## config.mk

```make
export PLATFORM = sky130hd
export DESIGN_NAME = csim_decode
export DESIGN_NICKNAME = d
export VERILOG_FILES = /design/src/rtl/csim_pkg.sv /design/src/rtl/csim_decode.sv
export SDC_FILE = /design/constraint.sdc
export NUM_CORES = 1
export LEC_CHECK = 0
export BUFFER_PORTS_ARGS = -buffer_cell sky130_fd_sc_hd__buf_2
export CAP_MARGIN = 20
export CORE_MARGIN = 5
export CORE_UTILIZATION = 40
export DETAILED_ROUTE_END_ITERATION = 8
export PLACE_DENSITY = 0.7
export SYNTH_ARGS = -nofsm -noshare
export SYNTH_HDL_FRONTEND = slang
export SYNTH_SLANG_ARGS = --single-unit
```

## constraint.sdc

```tcl
create_clock -name clk -period 5.7 [get_ports clk]
set_input_delay 1.425 -clock clk [delete_from_list [all_inputs] [get_ports clk]]
set_output_delay 1.425 -clock clk [all_outputs]
set_load 0.02 [all_outputs]
```

## src/rtl/csim_pkg.sv

```systemverilog
// Shared constants, codes and helpers for the set-associative LRU cache model.
package csim_pkg;

	// Default sizing handed to the top-level parameters
	localparam int DEF_MAX_SETS  = 16;
	localparam int DEF_MAX_WAYS  = 4;
	localparam int DEF_ADDR_BITS = 64;

	// Fixed field widths
	localparam int ADDR_W    = 64;
	localparam int CNT_W     = 32;
	localparam int STAMP_W   = 64;
	localparam int CFG_W     = 6;
	localparam int CFG_IDX_W = 2;

	// Register reset values
	localparam logic [2:0] RST_SET_BITS   = 3'd4;
	localparam logic [2:0] RST_WAYS       = 3'd1;
	localparam logic [5:0] RST_BLOCK_BITS = 6'd4;

	typedef enum logic [1:0] {
		CMD_LOAD,
		CMD_STORE,
		CMD_MODIFY,
		CMD_NONE
	} cmd_t;

	typedef enum logic [1:0] {
		RES_HIT,
		RES_MISS,
		RES_EVICT
	} outcome_t;

	typedef enum logic [1:0] {
		REG_SET_BITS,
		REG_WAYS,
		REG_BLOCK_BITS
	} cfg_reg_t;

	typedef enum logic [2:0] {
		ST_IDLE,
		ST_DECODE,
		ST_SCAN,
		ST_RESOLVE,
		ST_SECOND,
		ST_FINISH
	} state_t;

	// Saturating increment for 32-bit totals
	function automatic logic [CNT_W-1:0] sat_inc(input logic [CNT_W-1:0] x);
		return (&x) ? x : x + 1'b1;
	endfunction

endpackage

```

## src/rtl/csim_decode.sv

```systemverilog
// Address capture and split into set index and tag (shift unit).
module csim_decode import csim_pkg::*; #(
	parameter int MAX_SETS  = DEF_MAX_SETS,
	parameter int ADDR_BITS = DEF_ADDR_BITS,
	localparam int LOG_SETS = $clog2(MAX_SETS + 1) - 1,
	localparam int SET_W    = (MAX_SETS > 1) ? $clog2(MAX_SETS) : 1
) (
	input  logic                 clk,
	input  logic                 load,
	input  logic [ADDR_W-1:0]    address,
	input  logic [2:0]           set_bits,
	input  logic [5:0]           block_bits,
	output logic [SET_W-1:0]     set_idx,
	output logic [ADDR_BITS-1:0] tag
);

	logic [ADDR_BITS-1:0] addr_q;
	logic [ADDR_BITS-1:0] set_full;
	logic [2:0]           sb;
	logic [6:0]           top;

	// Hold the address of the transaction in flight
	always_ff @(posedge clk) begin
		if (load) begin
			addr_q <= address[ADDR_BITS-1:0];
		end
	end

	// Clamp set bits to the store size, then shift out offset and index
	always_comb begin
		sb = (int'(set_bits) > LOG_SETS) ? 3'(LOG_SETS) : set_bits;
		set_full = addr_q >> block_bits;
		for (int i = 0; i < SET_W; i++) begin
			set_idx[i] = set_full[i] & (i < int'(sb));
		end
		top = 7'(block_bits) + 7'(sb);
		// offset plus index reaching bit 64 leaves no tag
		tag = top[6] ? '0 : (addr_q >> top[5:0]);
	end

endmodule

```

[Word-level counts from Yosys, hierarchy flattened]
Cells that the tools add are included.
Word-level totals
  output and inout bits: 68
  register bits after elaboration: 64
  input bits: 75
  logic and storage cells: 15
Cells by class
  bitwise logic cells: 4
  add/subtract/negate cells: 1
  multiplexer cells: 2
  $lt $le $gt $ge: 5
  shift-type cells: 2
Operator list (number)
  $mux 64: 1
  $shr 64x6->4: 1
  $shr 64x6->64: 1
  $add 6x3->7: 1
  $lt 1x3->1 const A: 2
  $lt 2x3->1 const A: 2
  $and 1x1->1: 4
  $gt 3x3->1 const B: 1
  $mux 3: 1

[Logic depth before layout (Yosys ltp)]
  depth after elaboration: 5
  gate-level depth with buffers: 12

[Least setup slack after synthesis]
OpenSTA, ideal clock, no wires.
  kind: input-to-output
  start: input port set_bits[0]
  end: output port tag[39]
  setup slack: 203 ps
  stages on the path: 11
  data arrival time: 4072 ps
  cells stage by stage: nor2b_1 ha_1 fa_1 buf_6 buf_4 buf_2 nor3b_1 nand3_1 a21oi_1 nor2_1 a211oi_1
Between the ends
  longest elaborated chain between the ends: 5
RTL lines
  start: declaration: RTL line csim_decode.sv:11  | input logic [2:0] set_bits,
  $gt 3x3->1: RTL line csim_decode.sv:31  | sb = (int'(set_bits) > LOG_SETS) ? 3'(LOG_SETS) : set_bits;
  $mux 3 *: RTL line csim_decode.sv:31
  $add 6x3->7 *: RTL line csim_decode.sv:36  | top = 7'(block_bits) + 7'(sb);
  $shr 64x6->64: RTL line csim_decode.sv:38  | tag = top[6] ? '0 : (addr_q >> top[5:0]);
  $mux 64 *: RTL line csim_decode.sv:38
  end: declaration: RTL line csim_decode.sv:14  | output logic [ADDR_BITS-1:0] tag
Every way passes the cells marked *; elsewhere a longest branch is shown, timed or not.

[Worst setup path in the final report]
  start: input port set_bits[0]
  end: output port tag[18]
Same word-level chain as after synthesis.

==> impl_metrics.tcl <==
set metrics [dict create \
    antenna_left 0 \
    crit_chain "buf_8 -> nor2b_4 -> ha_4 -> fa_4 -> buf_6 -> bufbuf_16 -> mux4_2 -> buf_4 -> mux2_2 -> mux2i_1 -> o221ai_1 -> buf_4" \
    die_y_um 157 \
    cts_inserted_buffers 9 \
    synth-edff-count 64 \
    clk_path_buf_depth 2 \
    drv_cap 0 \
    status "complete, but fails checks" \
    worstSetupEndpointType "output pin" \
    multiInputGateArea_um2 6720 \
    finalSetupViolCount 49 \
    drt-pass1-iter-count 5 \
    p_leak_nw 4.49 \
    ys_seq_elements 64 \
    grt_pass1_vias 7851 \
    cp.arrival_ns 4.51 \
    crit_family "adder cells" \
    synth_cells 728 \
    grt_pass1_wl_um 45800 \
    seq_area_frac_synth 0.223 \
    final_hold_viol_count 0 \
    layout-drive-gt1-share 0.571 \
    async_flop_share 0 \
    synth.area.top_cells "mux4_2 31%, edfxtp_1 22%, mux2i_1 11%" \
    place_congestion 1.01 \
    reg_top3 "addr_q: 64 flops" \
    area_growth_pct 33.7 \
    fin_crit_sh 1.04 \
    ctsHoldBuffers 0 \
    worst_hold_path_type "in -> reg" \
    syn_nets 807 \
    finalPower_mw 3.16 \
    grt_start_max_net_pins 65 \
    worstPathMaxFanout 17 \
    tightestPinTransition_ns 0.886 \
    grt-ovfl-total 0 \
    cts_tree "yes" \
    core_area_um2 21100 \
    initialDrtViolationCount 1013 \
    io_pins 143 \
    antenna_found_initial 0 \
    finalCriticalPeriod_ns 5.94 \
    largest_reg_flops 64 \
    hold_path_depth 1 \
    dp.cells 1184 \
    synth_area_leader_cell "mux4_2" \
    rows 53 \
    timing.hold.ws_ns 1.26 \
    dr_total_vias 8045 \
    netlist.area_leader.share 0.308 \
    dp_hpwl_um 22400 \
    via_per_inst 6.56 \
    stdcell_count 1227 \
    path_buf_inv 5 \
    nFillCells 1735 \
    fin_setup_tns_ns -6.44 \
    drt_wl_total_um 29600 \
    p_per_area_nw_per_um2 274 \
    wl_per_cell_um 24.1 \
    syn_area_um2 8610 \
    synth.avg_cell_area_um2 11.8 \
    dp_slack_ns -0.434 \
    path_clk_slew_ns 0.05 \
    port-buffer-count 142 \
    drc 0 \
    fin_nets 1026 \
    crit_required_ns 4.28 \
    ir_drop_mv 0.288 \
    dieArea_um2 24600 \
    diodes 0 \
    top_register "addr_q" \
    rsz0062_at_grt "true" \
    slew_headroom 0.409 \
    crit_cells 12 \
    clock_sinks 64 \
    setup.worst_path.class "in -> out" \
    setup_ws_ns -0.238 \
    ys_types 67 \
    cpPeakStageDelay_ns 0.88 \
    cp_slowest_cell "fa_4" \
    start_util 0.409 \
    synth_top_flop_cell "edfxtp_1" \
    violations "setup timing" \
    report.final.slew_viol_count 0 \
    fp.dieW_um 157 \
    crit_top_cell "buf_4" \
    max_freq_mhz 168 \
    crit_path_start_kind "primary input" \
    ys_warn_count 0 \
    htree_levels 3 \
    grt_use_total 0.237 \
    root_buffer "clkbuf_16" \
    register_area_um2 1920 \
]
-- where the power goes --
part | total (mW) | switching, mW | internal [mW]
Clock | 0.535 | 0.197 | 0.337
Combinational | 1.97 | 0.990 | 0.984
Sequential | 0.647 | 0.0832 | 0.564
-- cell type report --
| class | instances | area share |
|---|---|---|
| clock inverters | 7 | 0.00619 |
| repair buffers | 279 | 0.190 |
| clock buffers | 9 | 0.0196 |
| multi-input cells | 582 | 0.583 |
| well taps | 275 | 0.0299 |
| inverters | 11 | 0.00359 |
| flip-flops and latches | 64 | 0.167 |
-- cell usage after synthesis (9+ instances only) --
cell type	n
o211ai_1	9
buf_6	13
o21ai_0	21
a21oi_1	23
clkbuf_1	11
mux4_2	118
a211oi_1	17
mux2i_1	92
o22ai_1	14
buf_2	27
o221ai_1	9
buf_4	16
nand2_1	63
edfxtp_1	64
inv_1	9
a22oi_1	12
nand3_1	20
nor2_1	51
mux4_1	12
mux2_2	20
-- final timing paths --
path | from | end
setup / recovery | set_bits[0] | tag[18]
hold / removal | address[1] | addr_q[1]
-- cells in the final DEF (no fill, tap or decap), types with 7 or more instances in the layout --
master,count
mux4_2,124
inv_1,7
mux2_2,15
mux2i_4,12
buf_2,103
nor3_1,7
buf_12,9
buf_6,34
o22ai_1,11
edfxtp_1,64
nor2_1,43
nand3_1,18
a22oi_2,10
a211oi_1,11
o211ai_1,9
a21oi_1,15
o21ai_0,10
mux2i_2,12
nand2_1,57
mux2i_1,68
a21oi_2,7
o21ai_1,10
buf_4,125
clkbuf_16,9
-- cell families (layout without fill, tap and decap cells) --
logic type	count (synthesis)	count (layout)	share of synthesized area
compound gates	156	156	0.129
simple gates	171	171	0.0892
xor+xnor	8	8	0.00901
buf+inv	82	306	0.0630
flops	64	64	0.223
fa+ha+maj	4	4	0.00668
mux	243	243	0.480
-- per-layer routing --
layer | share of wire | GRT usage | routed length (um) | up-vias
met5 | 0 | 0 | 0 | -
met2 | 0.45 | 0.362 | 13400 | 578
met1 | 0.42 | 0.349 | 12300 | 3950
met3 | 0.11 | 0.0478 | 3270 | 59
li1 | - | - | - | 3458
met4 | 0.022 | 0.0554 | 664 | 0
-- timing repair --
item | CTS | global route
hold endpoints to repair | 0 | 0
pin swaps | 29 | 15
setup buffers | 17 | 8
setup endpoints to repair | 51 | 56
cloned | 4 | 0
resized for setup | 157 | 63
-- metrics by stage --
step | util | cell area [um2]
CTS | 0.533 | 11200
finish | 0.546 | 11500
detailed placement | 0.480 | 10100
global route | 0.546 | 11500
floorplan | - | 8610
global placement | 0.480 | 10100
(Power assumes the default switching activity.)
