## src/rtl/csim_pkg.sv

```systemverilog
// Shared constants, codes and helpers for the set-associative LRU cache model.
package csim_pkg;

	// Default sizing handed to the top-level parameters
	localparam int DEF_MAX_SETS  = 16;
	localparam int DEF_MAX_WAYS  = 4;
	localparam int DEF_ADDR_BITS = 64;

	// Fixed field widths
	localparam int ADDR_W    = 64;
	localparam int CNT_W     = 32;
	localparam int STAMP_W   = 64;
	localparam int CFG_W     = 6;
	localparam int CFG_IDX_W = 2;

	// Register reset values
	localparam logic [2:0] RST_SET_BITS   = 3'd4;
	localparam logic [2:0] RST_WAYS       = 3'd1;
	localparam logic [5:0] RST_BLOCK_BITS = 6'd4;

	typedef enum logic [1:0] {
		CMD_LOAD,
		CMD_STORE,
		CMD_MODIFY,
		CMD_NONE
	} cmd_t;

	typedef enum logic [1:0] {
		RES_HIT,
		RES_MISS,
		RES_EVICT
	} outcome_t;

	typedef enum logic [1:0] {
		REG_SET_BITS,
		REG_WAYS,
		REG_BLOCK_BITS
	} cfg_reg_t;

	typedef enum logic [2:0] {
		ST_IDLE,
		ST_DECODE,
		ST_SCAN,
		ST_RESOLVE,
		ST_SECOND,
		ST_FINISH
	} state_t;

	// Saturating increment for 32-bit totals
	function automatic logic [CNT_W-1:0] sat_inc(input logic [CNT_W-1:0] x);
		return (&x) ? x : x + 1'b1;
	endfunction

endpackage

```

## src/rtl/csim_seq.sv

```systemverilog
// Access sequencer: way scan with a shared compare/age unit, replacement, totals.
module csim_seq import csim_pkg::*; #(
	parameter int MAX_SETS   = DEF_MAX_SETS,
	parameter int MAX_WAYS   = DEF_MAX_WAYS,
	parameter int ADDR_BITS  = DEF_ADDR_BITS,
	localparam int SET_W     = (MAX_SETS > 1) ? $clog2(MAX_SETS) : 1,
	localparam int WAY_W     = (MAX_WAYS > 1) ? $clog2(MAX_WAYS) : 1,
	localparam int WAY_CNT_W = $clog2(MAX_WAYS + 1),
	localparam int LINES     = MAX_SETS * MAX_WAYS,
	localparam int LINE_W    = (LINES > 1) ? $clog2(LINES) : 1
) (
	input  logic                 clk,
	input  logic                 arst_n,
	input  logic                 in_valid,
	output logic                 in_ready,
	input  logic [1:0]           command,
	input  logic [WAY_CNT_W-1:0] n_ways,
	output logic                 dec_load,
	input  logic [SET_W-1:0]     dec_set,
	input  logic [ADDR_BITS-1:0] dec_tag,
	output logic                 rd_en,
	output logic [LINE_W-1:0]    rd_idx,
	input  logic                 rd_valid,
	input  logic [ADDR_BITS-1:0] rd_tag,
	input  logic [STAMP_W-1:0]   rd_stamp,
	output logic                 wr_en,
	output logic [LINE_W-1:0]    wr_idx,
	output logic [ADDR_BITS-1:0] wr_tag,
	output logic [STAMP_W-1:0]   wr_stamp,
	output logic                 out_valid,
	input  logic                 out_ready,
	output logic [1:0]           outcome,
	output logic                 second_hit,
	output logic [CNT_W-1:0]     hit_total,
	output logic [CNT_W-1:0]     miss_total,
	output logic [CNT_W-1:0]     eviction_total
);

	state_t               state_q, state_d;
	cmd_t                 cmd_q;
	logic [SET_W-1:0]     set_q;
	logic [ADDR_BITS-1:0] tag_q;
	logic [WAY_CNT_W-1:0] way_q;
	logic                 pend_q;
	logic [WAY_W-1:0]     pway_q;
	logic                 hit_q, inv_q;
	logic [WAY_W-1:0]     hit_way_q, inv_way_q, vict_q;
	logic [CNT_W-1:0]     best_q;
	outcome_t             res_q;
	logic                 second_q;
	logic [STAMP_W-1:0]   now_q;
	logic [CNT_W-1:0]     hit_cnt_q, miss_cnt_q, evict_cnt_q;
	logic                 out_valid_q;
	logic [1:0]           outcome_q;
	logic                 second_hit_q;
	logic [CNT_W-1:0]     hit_total_q, miss_total_q, evict_total_q;

	logic                 issue, out_free, fin_fire;
	logic [STAMP_W-1:0]   age_diff;
	logic [CNT_W-1:0]     age;
	logic [WAY_W-1:0]     wr_way;

	// Age of the line just read: items since its last access, saturated
	assign age_diff = now_q - rd_stamp;
	assign age      = (|age_diff[STAMP_W-1:CNT_W]) ? '1 : age_diff[CNT_W-1:0];

	assign out_free = !out_valid_q || out_ready;
	assign dec_load = in_valid && in_ready;

	// Victim priority: hit way, then first empty way, then oldest way
	always_comb begin
		priority if (hit_q) begin
			wr_way = hit_way_q;
		end else if (inv_q) begin
			wr_way = inv_way_q;
		end else begin
			wr_way = vict_q;
		end
	end

	assign rd_idx   = LINE_W'(set_q) * LINE_W'(MAX_WAYS) + LINE_W'(way_q[WAY_W-1:0]);
	assign wr_idx   = LINE_W'(set_q) * LINE_W'(MAX_WAYS) + LINE_W'(wr_way);
	assign wr_tag   = tag_q;
	assign wr_stamp = now_q;

	// Next state
	always_comb begin
		state_d = state_q;
		unique case (state_q)
			ST_IDLE:    if (in_valid) state_d = ST_DECODE;
			ST_DECODE:  state_d = (cmd_q == CMD_NONE) ? ST_FINISH : ST_SCAN;
			ST_SCAN:    if (!issue) state_d = ST_RESOLVE;
			ST_RESOLVE: state_d = (cmd_q == CMD_MODIFY) ? ST_SECOND : ST_FINISH;
			ST_SECOND:  state_d = ST_FINISH;
			ST_FINISH:  if (out_free) state_d = ST_IDLE;
			default:    state_d = ST_IDLE;
		endcase
	end

	// State outputs
	always_comb begin
		in_ready = (state_q == ST_IDLE);
		issue    = (state_q == ST_SCAN) && (way_q < n_ways);
		rd_en    = issue;
		wr_en    = (state_q == ST_RESOLVE);
		fin_fire = (state_q == ST_FINISH) && out_free;
	end

	// Control state, totals and item clock
	always_ff @(posedge clk or negedge arst_n) begin
		if (!arst_n) begin
			state_q     <= ST_IDLE;
			way_q       <= '0;
			pend_q      <= 1'b0;
			hit_q       <= 1'b0;
			inv_q       <= 1'b0;
			now_q       <= '0;
			hit_cnt_q   <= '0;
			miss_cnt_q  <= '0;
			evict_cnt_q <= '0;
			out_valid_q <= 1'b0;
		end else begin
			state_q <= state_d;
			unique case (state_q)
				ST_DECODE: begin
					way_q  <= '0;
					pend_q <= 1'b0;
					hit_q  <= 1'b0;
					inv_q  <= 1'b0;
				end
				ST_SCAN: begin
					pend_q <= issue;
					if (issue) way_q <= way_q + 1'b1;
					if (pend_q) begin
						if (rd_valid && (rd_tag == tag_q)) hit_q <= 1'b1;
						if (!rd_valid) inv_q <= 1'b1;
					end
				end
				ST_RESOLVE: begin
					priority if (hit_q) begin
						hit_cnt_q <= sat_inc(hit_cnt_q);
					end else if (inv_q) begin
						miss_cnt_q <= sat_inc(miss_cnt_q);
					end else begin
						miss_cnt_q  <= sat_inc(miss_cnt_q);
						evict_cnt_q <= sat_inc(evict_cnt_q);
					end
				end
				// store half of a modify always hits
				ST_SECOND: hit_cnt_q <= sat_inc(hit_cnt_q);
				ST_FINISH: if (fin_fire) now_q <= now_q + 1'b1;
				default: ;
			endcase
			if (fin_fire) begin
				out_valid_q <= 1'b1;
			end else if (out_ready) begin
				out_valid_q <= 1'b0;
			end
		end
	end

	// Transaction payload and scan tracking
	always_ff @(posedge clk) begin
		if (dec_load) begin
			cmd_q    <= cmd_t'(command);
			res_q    <= RES_HIT;
			second_q <= 1'b0;
		end
		if (state_q == ST_DECODE) begin
			set_q <= dec_set;
			tag_q <= dec_tag;
		end
		if (issue) begin
			pway_q <= way_q[WAY_W-1:0];
		end
		if ((state_q == ST_SCAN) && pend_q) begin
			if (rd_valid && (rd_tag == tag_q) && !hit_q) hit_way_q <= pway_q;
			if (!rd_valid && !inv_q) inv_way_q <= pway_q;
			// strictly older wins, so a tie keeps the lower way
			if ((pway_q == '0) || (age > best_q)) begin
				best_q <= age;
				vict_q <= pway_q;
			end
		end
		if (state_q == ST_RESOLVE) begin
			priority if (hit_q) begin
				res_q <= RES_HIT;
			end else if (inv_q) begin
				res_q <= RES_MISS;
			end else begin
				res_q <= RES_EVICT;
			end
		end
		if (state_q == ST_SECOND) begin
			second_q <= 1'b1;
		end
		if (fin_fire) begin
			outcome_q     <= res_q;
			second_hit_q  <= second_q;
			hit_total_q   <= hit_cnt_q;
			miss_total_q  <= miss_cnt_q;
			evict_total_q <= evict_cnt_q;
		end
	end

	assign out_valid      = out_valid_q;
	assign outcome        = outcome_q;
	assign second_hit     = second_hit_q;
	assign hit_total      = hit_total_q;
	assign miss_total     = miss_total_q;
	assign eviction_total = evict_total_q;

	// Store is written only after the scan has fully drained
	a_wr_after_scan: assert property (@(posedge clk) disable iff (!arst_n)
		wr_en |-> ((state_q == ST_RESOLVE) && !pend_q))
		else $error("line write outside resolve or with read pending");

	// Scan never issues past the ways in use
	a_scan_bound: assert property (@(posedge clk) disable iff (!arst_n)
		(state_q == ST_SCAN) |-> (way_q <= n_ways))
		else $error("way scan overran");

	// Eviction counted only when no way hit and none was empty
	a_evict_cause: assert property (@(posedge clk) disable iff (!arst_n)
		(evict_cnt_q != $past(evict_cnt_q)) |->
		(($past(state_q) == ST_RESOLVE) && !$past(hit_q) && !$past(inv_q)))
		else $error("eviction counted without a full-set miss");

	// Lines age once per result, no more
	a_age_tick: assert property (@(posedge clk) disable iff (!arst_n)
		(now_q != $past(now_q)) |-> $past(fin_fire))
		else $error("item clock moved without a result");

	// An accepted transaction goes straight to decode
	a_accept_decode: assert property (@(posedge clk) disable iff (!arst_n)
		dec_load |=> (state_q == ST_DECODE))
		else $error("accepted transaction not decoded");

endmodule

```

## config.mk

```make
export PLATFORM = sky130hd
export DESIGN_NAME = csim_seq
export DESIGN_NICKNAME = d
export VERILOG_FILES = /design/src/rtl/csim_pkg.sv /design/src/rtl/csim_seq.sv
export SDC_FILE = /design/constraint.sdc
export NUM_CORES = 1
export LEC_CHECK = 0
export BUFFER_PORTS_ARGS = -buffer_cell sky130_fd_sc_hd__clkbuf_2
export CORE_MARGIN = 5
export CORE_UTILIZATION = 55
export CTS_BUF_LIST = sky130_fd_sc_hd__clkbuf_8
export DETAILED_ROUTE_END_ITERATION = 8
export GPL_TIMING_DRIVEN = 0
export PLACE_DENSITY = 0.81
export SLEW_MARGIN = 40
export SYNTH_ARGS = -nofsm -noshare
export SYNTH_HDL_FRONTEND = slang
export SYNTH_SLANG_ARGS = --single-unit
```

## constraint.sdc

```tcl
create_clock -name clk -period 10.5 [get_ports clk]
set_input_delay 1.575 -clock clk [delete_from_list [all_inputs] [get_ports clk]]
set_output_delay 1.575 -clock clk [all_outputs]
set_load 0.01 [all_outputs]
```

## Yosys cells after proc, flatten, opt, wreduce, memory -nomap -nowiden

Index checks and enable logic that the tools add are counted.

| cells by class | value |
|---|---|
| bitwise gates (word level) | 4 |
| multiplexer cells | 27 |
| reduce and logical (&&, ||, !) cells | 34 |
| add/sub/neg operators | 8 |
| equality and inequality tests | 16 |
| magnitude comparators | 2 |

Operators with widths:

| operator | count |
|---|---|
| 32-bit by 1-bit adder with 32-bit output (second input constant) | 3 |
| 32-bit 2-to-1 mux | 3 |
| 32-bit AND reduction | 3 |
| 64-bit by 1-bit adder with 64-bit output (second input constant) | 1 |
| 64-bit == test | 1 |
| 32-bit one-hot mux with 2 select lines | 1 |
| 64-bit subtractor | 1 |
| 32-bit > comparator | 1 |
| 32-bit OR reduction | 1 |
| 3-bit one-hot mux with 6 select lines | 1 |
| 3-bit 2-to-1 mux | 5 |
| 6-bit by 2-bit adder with 6-bit output | 2 |
| 2-bit 2-to-1 mux | 6 |
| 2-bit inequality test (second input constant) | 6 |
| 2-bit AND reduction | 6 |
| 3-bit AND reduction | 4 |
| 2-bit nonzero test | 4 |
| 1-bit logical AND | 7 |
| 1-bit 2-to-1 mux | 7 |
| 3-bit by 2-bit == test with 1-bit output (second input constant) | 2 |
| 3-bit == test (second input constant) | 2 |
| 1-bit one-hot mux with 2 select lines | 3 |
| 3-bit one-hot mux with 2 select lines | 1 |
| 2-bit == test (second input constant) | 2 |
| other kinds (10) | 18 |

| storage, ports and cells | value |
|---|---|
| flip-flop bits (word level) | 382 |
| output and inout bits | 244 |
| input bits | 206 |

## Longest topological paths before layout

Gate-level depths: netlist (run 1).

| depth | value |
|---|---|
| depth in word-level cells | 6 |
| depth in mapped cells | 27 |

## Least setup slack after synthesis (run 1)

Ideal clock, no wire load.

| timing path | value |
|---|---|
| path type | input to register |
| start point | in rd_stamp[26] |
| end point | reg best_q[0] (enable) |
| arrival | 8918 ps |
| path slack | 1105 ps |
| cell stages on the path | 27 |
| cells stage by stage | inv_1 ha_1 clkbuf_1 nand2_1 nor4_2 and3_1 o21ai_1 and2_2 xnor2_1 or4_1 or4b_1 nor4b_2 nand4_2 buf_6 or3b_1 ha_1 nor2b_1 o21a_1 o21a_1 o21ai_0 nand2b_1 a21oi_1 nor2_1 a211oi_1 o31ai_1 o21bai_1 a211oi_1 |

| on the way | value |
|---|---|
| longest elaborated chain between the ends | 6 |

Ends and longest elaborated chain:

| what | line | RTL |
|---|---|---|
| from (decl) | csim_seq.sv:25 | `input logic [STAMP_W-1:0] rd_stamp,` |
| 64-bit subtractor | csim_seq.sv:64 | `assign age_diff = now_q - rd_stamp;` |
| 32-bit OR reduction | csim_seq.sv:65 | `assign age = (\|age_diff[STAMP_W-1:CNT_W]) ? '1 : age_diff[CNT_W-1:0];` |
| 32-bit 2-to-1 mux | csim_seq.sv:65 |  |
| via age[1] | csim_seq.sv:60 | `logic [CNT_W-1:0] age;` |
| 32-bit > comparator | csim_seq.sv:180 | `if ((pway_q == '0) \|\| (age > best_q)) begin` |
| 1-bit logical OR | csim_seq.sv:180 |  |
| 2-bit AND reduction (no line) | n/a |  |
| to (signal assigned) | csim_seq.sv:181 | `best_q <= age;` |
| to (decl) | csim_seq.sv:48 | `logic [CNT_W-1:0] best_q;` |

The timed path passes the listed nets, and every way through them passes these cells.
A chain may end at the register's enable or synchronous reset.

## Worst setup path in the final report (run 1)

| timing path | value |
|---|---|
| start point | in rd_stamp[28] |
| end point | reg best_q[22] (enable) |

The elaborated chain is that of the path after synthesis.

==> run metrics, run 1 <==
vias in the first global route 16,800; CP delay by family, top simple AND/OR/NAND/NOR gates; Setup TNS 0 ns; share of the synthesized area in the top cell type 0.311; number of unique standard cell types used by synthesis 93; CP Launch Type primary input; final std cell area, no fill 24,800 sq um; max-slew headroom at the worst pin 0.459; vias per cell 5.68; Pins Over Slew Limit 0; unrepaired setup endpoints after global routing false; capture instance of the worst register-to-register path best_q[22]$_DFFE_PP_; required time of the worst setup path 10.86 ns; Pwr Density 175 nW/um^2; die area 41,000 sq um; total CTS buffers 66; Overflow after GRT 0; final setup violating endpoints 0; Peak supply drop 0.112 mV; number of input and output port buffers inserted 449; iteration count of the initial detailed-routing pass 6; Post-DRT Antenna Nets 0; chip height 202 um; actual transition at the worst max-transition pin 0.804 ns; area of the core region 36,600 sq um; CP max stage delay 0.66 ns; I/O Pins 450; run status completed; share of post-route cells with drive strength above 1 0.246; post-detail-place hpwl 46.5 mm; Data arrival, critical path 8.32 ns; DRT iter0 DRCs 1,284; kind of capture point of the worst setup path flop; shortest clock period the worst path allows after layout 7.96 ns; CTS tree built; top area cells in the synthesized netlist edfxtp_1 (31%), dfrtp_1 (21%), xnor2_1 (7.9%); type of the worst setup path in -> reg; worst-path maximum fanout 12; total wire length 58.7 mm; post-cts sizing count 0; number of sinks driven by the clock tree 382; synthesized cell area 20,400 sq um; Hold Crit Endpoint miss_total[19]$_DFFE_PP_; source of the worst register-to-register timing path wr_stamp[28]$_DFFE_PN0P_; Routed wire per std cell 19.9 um; initial core utilization 0.556; worst slack on hold paths 0.426 ns; Post-synth EDFFs 211; Net Count, Synth 2,212; setup slack of the most critical reg-to-reg path 3.15 ns; wire length of the first global-routing pass 91.8 mm; final estimated routing congestion in global placement 0.948; final hold violations 0; startpoint of the worst hold path miss_cnt_q[19]$_DFFE_PN0P_; worst hold path cell count 0; placed cell areas 23,400 sq um; portion of the post-synthesis area used by sequential elements 0.521; CTS H-tree depth 3; buffer type at the clock tree root clkbuf_8; crit-path most repeated cell a21oi_1; max-cap violation count 0; Post-route DRC 0; library cell occupying the most area in the post-synthesis netlist edfxtp_1; vias after detailed routing 16,700; count of buffers added by post-CTS timing repair for setup 0; Crit-path slowest cell or4_1; global routing usage summed across all routing layers 0.281; CTS hold repair buffers 0; worst-skew pair later-pin latency 0.63 ns; Critical path buffers and inverters 6; antenna violations before repair 4; number of nets in the layout 2,737; Std-Cell Rows 70; Area growth syn-to-layout 21.7%; R2R depth 27; maximum number of pins on one net before global-route repair 70; register clock-pin slew on the reported worst setup and hold paths 0.06 ns; register bit total from synthesis 382; worst min path class reg -> reg; Die X-Extent 202 um; most used flip-flop cell after synthesis edfxtp_1; total leakage power 11.3 nW; Mapped Cells 1,903; mean area per synthesized cell 10.7 sq um; part of the cycle the worst path needs 0.758; achievable clock frequency 0.126 GHz; Max Root-Sink Buffers 3; Setup Skew 0.0294 ns; Synthesis Warnings 0; share of synthesized registers carrying an async set or reset 0.445
-- worst reg2reg max path, delay by kind of cell, from the launching register on --
family          cells  cell delay, ns
fa+ha+maj           2            0.60
simple gates       10            2.74
compound gates     11            2.48
buf+inv             4            0.85
flops               1            0.43
-- state kept, by name, indices dropped and copies added (netlist names), 3 cells and up --
register and count:
state_q 3, best_q 32, wr_tag 64, hit_total 32, wr_stamp 64, evict_cnt_q 32, hit_cnt_q 32, eviction_total 32
miss_total 32, miss_cnt_q 32, way_q 3, set_q 4
-- stage by stage --
stage | total power [W] | setup slack [ns] | std cells | utilization
floorplan | 0.00250 | 1.10 | 1903 | -
global placement | 0.00293 | -0.661 | 2820 | 0.633
detailed placement | 0.00297 | 1.89 | 2828 | 0.638
CTS | 0.00437 | 2.50 | 2947 | 0.676
global route | 0.00455 | 2.02 | 2949 | 0.676
finish | 0.00435 | 2.54 | 2949 | 0.676
-- cell type report --
class / instances / area, sq um
Timing Repair Buffer: 457 / 2420
Antenna cell: 2 / 5.00
Clock buffer: 76 / 1050
Buffer: 47 / 259
Inverter: 145 / 549
Tap cell: 468 / 586
Fill cell: 2806 / 11800
Sequential cell: 382 / 10600
Multi-Input combinational cell: 1329 / 8960
Clock inverter: 43 / 332
-- layer usage --
| layer | global-route usage | routed length, um |
|---|---|---|
| met5 | 0 | 13 |
| met4 | 0.0839 | 1440 |
| met3 | 0.0574 | 4550 |
| met2 | 0.454 | 28100 |
| met1 | 0.389 | 24600 |
-- cells in the mapped netlist, types with 61 or more instances --
cell type	count
nor2_1	126
nand2_1	165
dfrtp_1	170
a21oi_1	109
inv_1	145
edfxtp_1	211
o21ai_0	67
ha_1	102
xnor2_1	184
xor2_1	61
nand4_1	77
nand3_1	81
-- placed cells by master, fill, tap and decap left out, types with 6 or more instances in the layout --
cell	n
buf_4	8
and4_1	14
clkbuf_2	450
o211ai_1	11
nor3_1	23
clkbuf_8	77
a21o_1	11
nor2b_1	11
o21bai_1	12
a211oi_1	8
xnor2_1	184
o21a_1	14
nor4_1	12
nand3_1	81
a21oi_1	109
o22ai_1	9
xor2_1	61
nor2_1	126
nand4_1	77
dfrtp_1	170
nand2b_1	12
a22oi_1	6
nand2_1	165
and3_1	31
o21ai_1	10
edfxtp_1	211
buf_6	7
mux2i_1	9
clkbuf_1	23
and2_1	12
buf_2	7
or2_2	8
ha_1	102
or3_1	40
clkinv_2	9
inv_1	165
o21ai_0	67
-- power by group --
part	internal [W]	switching (W)
Sequential	0.00186	0.000182
Combinational	0.000346	0.000558
Clock	0.000772	0.000629
-- worst max path at each step --
stage	start	endpoint	slack, ns	depth (start not counted)
global placement	rd_stamp[26]	best_q[20]$_DFFE_PP_	-0.66	28
CTS	rd_stamp[28]	best_q[22]$_DFFE_PP_	2.50	29
detailed placement	rd_stamp[28]	best_q[1]$_DFFE_PP_	1.89	29
global route	rd_stamp[0]	best_q[22]$_DFFE_PP_	2.02	28
finish	rd_stamp[28]	best_q[22]$_DFFE_PP_	2.54	29
floorplan	rd_stamp[26]	best_q[0]$_DFFE_PP_	1.10	27
-- kinds of logic (layout without fill, tap and decap cells) --
kind of cell,count (synthesis),after routing,synth area share
multiplexers,10,10,0.00498
buffers and inverters,192,768,0.0393
other,0,2,0
adder cells (fa/ha/maj),103,103,0.0637
flip-flops,382,382,0.521
AND/OR/NAND/NOR,649,649,0.165
XOR/XNOR,245,245,0.105
AO/OA/AOI/OAI,322,322,0.101
(Power assumes the default switching activity.)
==> run 2: changes to the inputs <==
==> constraint.sdc (replaced) <==
create_clock -name clk -period 8.2 [get_ports clk]
set_input_delay 1.23 -clock clk [delete_from_list [all_inputs] [get_ports clk]]
set_output_delay 1.23 -clock clk [all_outputs]
set_load 0.01 [all_outputs]
==> run metrics, run 2 (synthesized netlist as in run 1, its figures left out) <==
part of the cycle the worst path needs 0.950; unrepaired setup endpoints after global routing false; Std-Cell Rows 70 (unchanged); worst slack on hold paths 0.426 ns (-0.0000680 ns); CP delay by family, top compound AO/OA/AOI/OAI gates; number of nets in the layout 2,737 (unchanged); total wire length 54.3 mm (-7.6%); area of combinational cells with multiple inputs 8960 sq um (about the same); Post-DRT Antenna Nets 0 (unchanged); Pwr Density 217 nW/um^2 (+24%); CP Launch Type primary input; worst-skew pair later-pin latency 0.62 ns (about the same); total CTS buffers 66 (unchanged); Data arrival, critical path 8.11 ns (-0.21 ns); Setup Skew 0.0336 ns (+0.00416 ns); sequential cell area 10,600 sq um (unchanged); vias after detailed routing 16,500 (-1.3%); antenna violations before repair 0 (-4); Post-route DRC 0 (unchanged); post-detail-place hpwl 43.2 mm (-7.1%); Area growth syn-to-layout 21.2%; setup slack of the most critical reg-to-reg path 0.63 ns (-2.52 ns); buffer type at the clock tree root clkbuf_8; antenna diode count 0 (-2); Routed wire per std cell 18.4 um (-7.5%); initial core utilization 0.556 (unchanged); run status completed; chip height 202 um (unchanged); worst min path class reg -> reg; final estimated routing congestion in global placement 0.945 (-0.40%); max-slew headroom at the worst pin 0.480 (+0.0215); shortest clock period the worst path allows after layout 7.79 ns; most common library cell in the layout ignoring fill and taps clkbuf_2; maximum number of pins on one net before global-route repair 71 (+1.4%); required time of the worst setup path 8.52 ns (-2.34 ns); Max Root-Sink Buffers 3 (unchanged); total power draw 0.00536 W (+23%); Die X-Extent 202 um (unchanged); global routing usage summed across all routing layers 0.261 (-0.0203); source of the worst register-to-register timing path wr_stamp[0]$_DFFE_PN0P_; Crit-path slowest cell a2111oi_0; CP max stage delay 0.60 ns (-0.06 ns); final hold violations 0 (unchanged); die area 41,000 sq um (unchanged); share of post-route cells with drive strength above 1 0.245 (-0.00171); Peak supply drop 0.202 mV (+81%); worst-path maximum fanout 10 (-2); commonest non-fill, non-tap cells in the layout clkbuf_2 (450), edfxtp_1 (211), xnor2_1 (184); achievable clock frequency 0.128 GHz; vias per cell 5.60 (-1.3%); number of fill cells 2,801 (-0.18%); Pins Over Slew Limit 0 (unchanged); number of input and output port buffers inserted 449 (unchanged); capture instance of the worst register-to-register path best_q[6]$_DFFE_PP_; kind of capture point of the worst setup path flop; final setup violating endpoints 0 (unchanged); total leakage power 11.3 nW (-0.33%); CTS tree built; R2R depth 29 (+7.4%); vias in the first global route 16,500 (-1.6%); area of the core region 36,600 sq um (unchanged); Worst Setup SP rd_stamp[0]; Overflow after GRT 0 (unchanged); Critical Path Stages 29 (unchanged); I/O Pins 450 (unchanged); type of the worst setup path in -> reg; register clock-pin slew on the reported worst setup and hold paths 0.05 ns (about the same); CTS hold repair buffers 0 (unchanged); wire length of the first global-routing pass 87.2 mm (-5.0%); CTS H-tree depth 3 (unchanged); max-cap violation count 0 (unchanged); Critical path buffers and inverters 4 (-2); capturing instance or port of the critical path best_q[6]$_DFFE_PP_; worst hold path cell count 0 (unchanged); number of sinks driven by the clock tree 382 (unchanged); DRT iter0 DRCs 1,076 (-16%); Setup TNS 0 ns (unchanged); actual transition at the worst max-transition pin 0.769 ns (-0.0349 ns); iteration count of the initial detailed-routing pass 5 (-1)
==> run 2: cell count changes in the layout (fill, tap and decap cells not counted), moves of 2 or more <==
cell,previous run,this run
bufinv_16,4,1
clkinv_1,1,4
diode_2,2,0
inv_1,165,167
==> run 2: worst min path at each step <==
stage | from | endpoint | slack (ns)
global placement | res_q[0]$_SDFFCE_PN0P_ | outcome[0]$_DFFE_PP_ | 0.42
CTS | res_q[0]$_SDFFCE_PN0P_ | outcome[0]$_DFFE_PP_ | 0.42
detailed placement | res_q[0]$_SDFFCE_PN0P_ | outcome[0]$_DFFE_PP_ | 0.41
floorplan | res_q[0]$_SDFFCE_PN0P_ | outcome[0]$_DFFE_PP_ | 0.40
finish | res_q[0]$_SDFFCE_PN0P_ | outcome[0]$_DFFE_PP_ | 0.43
global route | res_q[0]$_SDFFCE_PN0P_ | outcome[0]$_DFFE_PP_ | 0.44
==> run 2: power by group <==
part | internal [W] | switching, W | leakage, nW
Combinational | 0.000437 | 0.000682 | 6.36
Sequential | 0.00238 | 0.000191 | 4.14
Clock | 0.000898 | 0.000778 | 0.755
Total | 0.00371 | 0.00165 | 11.3
==> run 2: layout make-up <==
type | count | area share
clock buffers | 77 | 0.0430
repair buffers | 457 | 0.0973
plain buffers | 47 | 0.0105
clock inverters | 43 | 0.00994
well taps | 468 | 0.0237
flip-flops and latches | 382 | 0.430
inverters | 145 | 0.0222
multi-input cells | 1329 | 0.363
==> run 2: repair_timing <==
| action | in CTS | in global routing |
|---|---|---|
| endpoints found under the setup margin | 0 | 18 |
| gates resized for setup | 0 | 1 |
| buffers inserted | 0 | 0 |
==> run 2: worst register-to-register path: cells and delay by family (launching register included) <==
kind | cells | cell delay [ns]
flops | 1 | 0.40
compound gates | 13 | 2.98
buf+inv | 4 | 0.76
simple gates | 9 | 2.17
fa+ha+maj | 3 | 0.94
==> run 2: metrics by stage <==
stage	std cells	utilization	setup WS, ns	cell area, sq um
global placement	2820	0.633	-1.26	23200
finish	2948	0.674	0.408	24700
detailed placement	2828	0.638	-0.264	23400
global route	2948	0.674	0.140	24700
CTS	2948	0.674	0.372	24700
floorplan	1903	-	0.312	20400
==> run 2: metal layers <==
layer	GRT usage	wire length, um	vias to the layer above	part of all wire
li1	-	-	7885	-
met5	0	0	-	0
met2	0.418	25500	607	0.47
met3	0.0462	3290	107	0.061
met4	0.0841	1400	0	0.026
met1	0.366	24200	7922	0.44
